[src/rtl/core/spaq_pkg.sv]
// ============================================================================
// spaq_pkg: shared types and constants of the sorted array priority queue
// Word formats, status codes, result kinds, controller states and the
// command and status bundles between controller and datapath.
// ============================================================================
`default_nettype none

package spaq_pkg;

    localparam int DEPTH_DEFAULT = 128;

    localparam logic       REQ_INSERT = 1'b0;
    localparam logic       REQ_REMOVE = 1'b1;

    localparam logic [1:0] STATUS_OK    = 2'd0;
    localparam logic [1:0] STATUS_FULL  = 2'd1;
    localparam logic [1:0] STATUS_EMPTY = 2'd2;

    localparam logic signed [31:0] EMPTY_VALUE = -32'sd1;

    typedef struct packed {
        logic               req_type;
        logic signed [31:0] value;
    } req_word_t;

    typedef struct packed {
        logic signed [31:0] out_value;
        logic [1:0]         status;
        logic [7:0]         count;
        logic               is_empty;
    } rsp_word_t;

    typedef enum logic [1:0] {
        RES_INSERTED,
        RES_FULL,
        RES_EMPTY,
        RES_POPPED
    } res_kind_t;

    typedef enum logic [2:0] {
        ST_IDLE,
        ST_DECIDE,
        ST_INS_READ,
        ST_INS_CMP,
        ST_POP_TAKE,
        ST_EMIT
    } state_t;

    typedef struct packed {
        logic      load;
        logic      rd_prev;
        logic      rd_head;
        logic      shift;
        logic      place;
        logic      pop;
        logic      set_res;
        res_kind_t res_kind;
        logic      out_load;
    } cmd_t;

    typedef struct packed {
        logic req_is_pop;
        logic full;
        logic empty;
        logic pos_zero;
        logic prev_gt;
        logic out_free;
    } sts_t;

endpackage

`default_nettype wire

[src/rtl/core/spaq_ctrl.sv]
// ============================================================================
// spaq_ctrl: request sequencer of the sorted array priority queue
// Steps one request at a time through its read, compare, shift and result
// phases by commanding the datapath.
// ============================================================================
`default_nettype none

module spaq_ctrl (
    input  wire logic          clk,
    input  wire logic          rst_n,
    input  wire logic          req_valid,
    output logic               req_stall,
    input  wire spaq_pkg::sts_t sts,
    output spaq_pkg::cmd_t     cmd
);
    import spaq_pkg::*;

    state_t state_reg;
    state_t state_next;

    always_ff @(posedge clk or negedge rst_n)
    begin
        if (!rst_n)
        begin
            state_reg <= ST_IDLE;
        end
        else
        begin
            state_reg <= state_next;
        end
    end

    always_comb
    begin
        state_next   = state_reg;
        cmd          = '0;
        cmd.res_kind = RES_INSERTED;
        req_stall    = 1'b1;
        unique case (state_reg)
            ST_IDLE:
            begin
                req_stall = 1'b0;
                if (req_valid)
                begin
                    cmd.load   = 1'b1;
                    state_next = ST_DECIDE;
                end
            end
            ST_DECIDE:
            begin
                priority if (sts.req_is_pop && sts.empty)
                begin
                    cmd.set_res  = 1'b1;
                    cmd.res_kind = RES_EMPTY;
                    state_next   = ST_EMIT;
                end
                else if (sts.req_is_pop)
                begin
                    cmd.rd_head = 1'b1;
                    state_next  = ST_POP_TAKE;
                end
                else if (sts.full)
                begin
                    cmd.set_res  = 1'b1;
                    cmd.res_kind = RES_FULL;
                    state_next   = ST_EMIT;
                end
                else if (sts.pos_zero)
                begin
                    cmd.place    = 1'b1;
                    cmd.set_res  = 1'b1;
                    cmd.res_kind = RES_INSERTED;
                    state_next   = ST_EMIT;
                end
                else
                begin
                    state_next = ST_INS_READ;
                end
            end
            ST_INS_READ:
            begin
                cmd.rd_prev = 1'b1;
                state_next  = ST_INS_CMP;
            end
            ST_INS_CMP:
            begin
                if (sts.prev_gt)
                begin
                    cmd.shift  = 1'b1;
                    state_next = ST_DECIDE;
                end
                else
                begin
                    cmd.place    = 1'b1;
                    cmd.set_res  = 1'b1;
                    cmd.res_kind = RES_INSERTED;
                    state_next   = ST_EMIT;
                end
            end
            ST_POP_TAKE:
            begin
                cmd.pop      = 1'b1;
                cmd.set_res  = 1'b1;
                cmd.res_kind = RES_POPPED;
                state_next   = ST_EMIT;
            end
            ST_EMIT:
            begin
                if (sts.out_free)
                begin
                    cmd.out_load = 1'b1;
                    state_next   = ST_IDLE;
                end
            end
            default:
            begin
                state_next = ST_IDLE;
            end
        endcase
    end

endmodule

`default_nettype wire

[config.mk]
export PLATFORM = sky130hd
export DESIGN_NAME = spaq_ctrl
export DESIGN_NICKNAME = d
export VERILOG_FILES = /design/src/rtl/core/spaq_pkg.sv /design/src/rtl/core/spaq_ctrl.sv
export SDC_FILE = /design/constraint.sdc
export NUM_CORES = 1
export LEC_CHECK = 0
export BUFFER_PORTS_ARGS = -buffer_cell sky130_fd_sc_hd__buf_2
export CAP_MARGIN = 0
export CORE_AREA = 5 5 42 44
export DETAILED_ROUTE_END_ITERATION = 7
export DIE_AREA = 0 0 47 49
export MAX_ROUTING_LAYER = met4
export SLEW_MARGIN = 15
export SYNTH_ARGS = -nofsm -noshare
export SYNTH_HDL_FRONTEND = slang
export SYNTH_SLANG_ARGS = --single-unit
[constraint.sdc]
create_clock -name clk -period 1.5 [get_ports clk]
set_input_delay 0.075 -clock clk [delete_from_list [all_inputs] [get_ports clk]]
set_output_delay 0.075 -clock clk [all_outputs]
set_load 0.1 [all_outputs]
==> results of run 1 <==
==> kinds of logic (layout without fill, tap and decap cells) <==
group                  Yosys count  count (layout)  share of synthesized area [%]
and+or+nand+nor                 27              27                           55.7
AOI/OAI and AO/OA                7               7                           14.8
DFF                              3               3                           25.3
buffers and inverters            3              33                           4.22
==> final cells by class <==
class | instances | area [um^2]
clock buffers | 4 | 26.3
fillers | 134 | 646
repair buffers | 28 | 329
well taps | 16 | 20.0
flip-flops and latches | 3 | 77.6
multi-input cells | 34 | 299
inverters | 1 | 3.75
==> through the flow <==
stage               setup slack (ns)  hold WS, ns
global route                  -0.144        0.192
global placement              0.0962       -0.130
detailed placement            0.0763       -0.127
CTS                          -0.0957        0.165
finish                        -0.112        0.176
floorplan                     -0.514       -0.221
==> layout by cell type, fill, tap and decap left out, drive strengths merged <==
cell type and instances:
buf 27, nand2b 5, nand3b 4, clkbuf 4, nor2 4, a21oi 4, dfrtp 3, or3 2
nand3 2, nor3 2, or2b 1, nor2b 1, nand4b 1, or2 1, or4b 1, and3 1
nand2 1, nor3b 1, inv 1, o21a 1, a22oi 1, o311ai 1, dlygate4sd3 1
==> cells in the mapped netlist (all sizes together) <==
master  n
or4b    1
dfrtp   3
nand4b  1
nor3    2
or2b    1
or3     2
buf     1
clkbuf  1
a22oi   1
o21a    1
nor2    4
a21oi   4
inv     1
nor3b   1
nand2   1
nor2b   1
o311ai  1
nand3   2
or2     1
nand2b  5
and3    1
nand3b  4
==> worst reg2reg max path, cell delays in order, from the launching register on <==
cell     delay, ns
dfrtp_2       0.46
buf_6         0.14
or2b_1        0.24
buf_4         0.13
a21oi_1       0.11
==> what timing repair did <==
item	in CTS	in global routing
buffers inserted	2	3
hold buffers	1	0
resized for setup	5	11
endpoints found under the hold margin	3	0
pin swaps	2	8
endpoints found under the setup margin	8	8
==> path summary, 6_finish.rpt <==
path	startpoint	to	slack, ns	cells past startpoint
min reg2reg	state_reg[2]	state_reg[1]	0.54	1
min in group clk	sts[2]	state_reg[1]	0.20	4
max in group asynchronous	rst_n	state_reg[0]	1.21	2
min	rst_n	state_reg[2]	0.18	2
max	state_reg[1]	cmd[5]	-0.11	3
max reg2reg	state_reg[0]	state_reg[1]	0.35	4
==> layer usage <==
layer	up-vias	wire, um
met2	16	554
li1	205	-
met1	181	412
met3	0	97
met5	-	0
met4	0	0
==> metrics.csv, run 1 <==
metric,value,unit
start_kind,flip-flop,
port_buffers,19,
utilization,53.9,%
dieArea,2300,um^2
cp.required,1.42,ns
routed_wl,1.06,mm
cts_max_path_buffers,2,
min_period_over_period,107,%
grt_max_degree,11,
final.min_clock_period,1.61,ns
cp_slowest_cell,or4b_4,
netlist_top_cells_area,"dfrtp_1 (25%), nand2b_1 (11%), nand3b_1 (10%)",
grt-ovfl-total,0,
avgRoutedWirePerCell,12.4,um
drc_errors,0,
areaGrowthSynthToFinish,155,%
hpwl,776,um
final_net_count,80,
status,"complete, but fails checks",
dpl_cell_area,622,um^2
synth_top_area_cell,dfrtp_1,
largest_reg_flops,3,
fp.dieH,49,um
vias,402,
endpoint_kind,primary output,
crit_path_max_fanout,4,
fp-row-count,14,
htreeDepth,1,
rsz0062_at_grt,yes,
core_area,1400,um^2
synth_top_cell_area_share,25.3,%
avgSynthCellArea,7.41,um^2
gp_congestion,0.713,
tightest_slew,0.280,ns
grt_pass1_wl,1.67,mm
use_met1,12.6,%
n_antenna_cell,0,
place_inst,76,
grt_pass1_vias,389,
met2_usage,14.3,%
maxCapViolCount,0,
cp_cell_sequence,"or4b_4, a21oi_4, buf_12",
setup_viol,2,
synth_fp_nets,49,
violations,setup timing,
min_path_type,input port to asynchronous set/reset pin,
fmax,620,MHz
grtUsageMet3,2.95,%
fin_cells,86,
cts-root-buf,clkbuf_4,
hold_violations,0,
path_class,flip-flop to primary output,
worst_slack,-0.112,ns
ys_warn_count,0,
dieWidth,47,um
antenna_left,0,
initial_core_util,21.2,%
first_iter_violations,10,
ioPinCount,20,
yosysSeqAreaShare,25.3,%
clkLatencyLatePin,0.23,ns
grt_use_total,10.3,%
skew,0.000116,ns
grt_most_used_layer,met2,
ys_seq_elements,3,
numCtsBuffers,3,
fin_setup_tns,-0.163,ns
crit_buf_inv,1,
ys_types,22,
relSlewSlack,81.2,%
cp_top_family,simple AND/OR/NAND/NOR gates,
vias_per_cell,4.67,
syn_area,297,um^2
clk_pin_slew_worst_paths,0.03,ns
slowest_delay,0.52,ns
postSynthCellCount,40,
drv_slew,0,
clock-sinks,3,
antenna_found_initial,0,
arrival,1.54,ns
final_area,756,um^2
drt_pass1_iterations,3,
drive_gt1_share,67.1,%
cts_tree,built,
Power of run 1 is left out: the tool's default activity adds up to more than one toggle a clock period on the data nets, which glitch-free logic cannot reach.
==> run 2: changes to the inputs <==
==> constraint.sdc (replaced) <==
create_clock -name clk -period 1.5 [get_ports clk]
set_input_delay 0.3 -clock clk [delete_from_list [all_inputs] [get_ports clk]]
set_output_delay 0.3 -clock clk [all_outputs]
set_load 0.1 [all_outputs]
==> metrics.csv, run 2 (synthesis results as in run 1) <==
metric,value,unit
status,"complete, but fails checks",
violations,setup timing,
gp_congestion,0.726,
vias_per_cell,4.65,
start_kind,flip-flop,
numCtsBuffers,3,
worst_slack,-0.334,ns
grt_max_degree,9,
p_leak,0.407,nW
arrival,1.53,ns
rsz0062_at_grt,yes,
grt_pass1_vias,529,
grt_use_total,14.3,%
fp.dieH,49,um
cp_top_family,simple AND/OR/NAND/NOR gates,
hold_violations,0,
antenna_found_initial,0,
initial_core_util,21.2,%
final_net_count,93,
rr_worst_depth,7,
min_period_over_period,122,%
crit_path_max_fanout,3,
powerDensity,2470,nW/um^2
grt-ovfl-total,0,
min_path_type,input port to asynchronous set/reset pin,
cp.depth,3,
dieArea,2300,um^2
irDropWorstVdd,1880,uV
path_class,flip-flop to primary output,
setup_viol,11,
cts_tree,built,
port_buffers,19,
fin_setup_tns,-2.30,ns
routed_wl,1.33,mm
crit_buf_inv,1,
cp_cell_sequence,"or4b_4, a21oi_4, buf_12",
drv_slew,0,
largest_reg_flops,3,
cts_max_path_buffers,2,
skew,0.00212,ns
place_inst,85,
drive_gt1_share,74.7,%
dieWidth,47,um
drc_errors,0,
maxCapViolCount,0,
n_antenna_cell,0,
cp_slowest_cell,or4b_4,
fmax,545,MHz
slowest_delay,0.51,ns
clk_pin_slew_worst_paths,0.04,ns
grt_pass1_wl,2.28,mm
antenna_left,0,
core_area,1400,um^2
ioPinCount,20,
layout_commonest_cell,buf_4,
first_iter_violations,4,
avgRoutedWirePerCell,13.4,um
vias,460,
tightest_slew,0.224,ns
finalPower,2.28,mW
fin_cells,99,
mostFrequentLayoutCells,"buf_4 (12), buf_12 (11), buf_6 (9)",
clock-sinks,3,
clkLatencyLatePin,0.24,ns
relSlewSlack,84.9,%
drt_pass1_iterations,3,
endpoint_kind,primary output,
final.min_clock_period,1.83,ns
hpwl,906,um
htreeDepth,1,
cp.required,1.20,ns
areaGrowthSynthToFinish,211,%
cts-root-buf,clkbuf_4,
fp-row-count,14,
[run 2: changes by cell type in the layout (fill, tap and decap cells not counted), sizes merged]
cell | previous run | this run
buf | 27 | 40
[run 2: path summary, 6_finish.rpt]
path / from / end / slack (ns)
min in group clk: sts[2] / state_reg[1] / 0.40
max reg2reg: state_reg[1] / state_reg[0] / 0.12
min reg2reg: state_reg[2] / state_reg[2] / 0.64
min: rst_n / state_reg[2] / 0.39
max in group asynchronous: rst_n / state_reg[0] / 0.98
max: state_reg[1] / cmd[5] / -0.33
[run 2: final cells by class]
cell class                      instances  area [um^2]
Tap cell                               16         20.0
Clock buffer                            4         26.3
Sequential cell                         3         77.6
Fill cell                             113          480
Multi-Input combinational cell         34          332
Timing Repair Buffer                   41          462
Inverter                                1         3.75
[run 2: worst reg2reg max path, delay by kind of cell, from the launching register on]
family / cells / cell delay (ns)
and+or+nand+nor: 1 / 0.10
buffers and inverters: 4 / 0.53
AOI/OAI and AO/OA: 2 / 0.21
DFF: 1 / 0.41
[run 2: per-layer routing]
layer / vias up / GRT usage (%) / wire length [um]
met5: - / - / 0
met4: 0 / 9.68 / 22
met3: 2 / 1.85 / 69
met2: 18 / 23.8 / 731
met1: 210 / 14.6 / 504
li1: 230 / - / -
[run 2: what timing repair did]
item / CTS / global route
endpoints found under the hold margin: 3 / 0
gates resized for setup: 24 / 5
setup buffers: 7 / 2
gates cloned: 0 / 0
hold buffers: 1 / 0
endpoints found under the setup margin: 11 / 11
pin swaps: 12 / 6
[run 2: power by group]
group	switching, mW	leakage (nW)	internal, mW
clock network	0.0467	0.0150	0.100
registers	0.0507	0.0345	0.118
logic	1.11	0.357	0.851
total	1.21	0.407	1.07
[run 2: per-stage QoR]
stage / hold slack, ns / utilization (%) / cell area [um^2] / setup WS [ns]
after floorplan: 0.00441 / - / 348 / -0.739
after global placement: 0.0990 / 49.5 / 693 / -0.120
after detailed placement: 0.101 / 49.5 / 693 / -0.130
after CTS: 0.400 / 62.9 / 881 / -0.332
after global routing: 0.395 / 65.7 / 921 / -0.379
final: 0.392 / 65.7 / 921 / -0.334
Note: power is estimated with default switching activity, not from simulation.
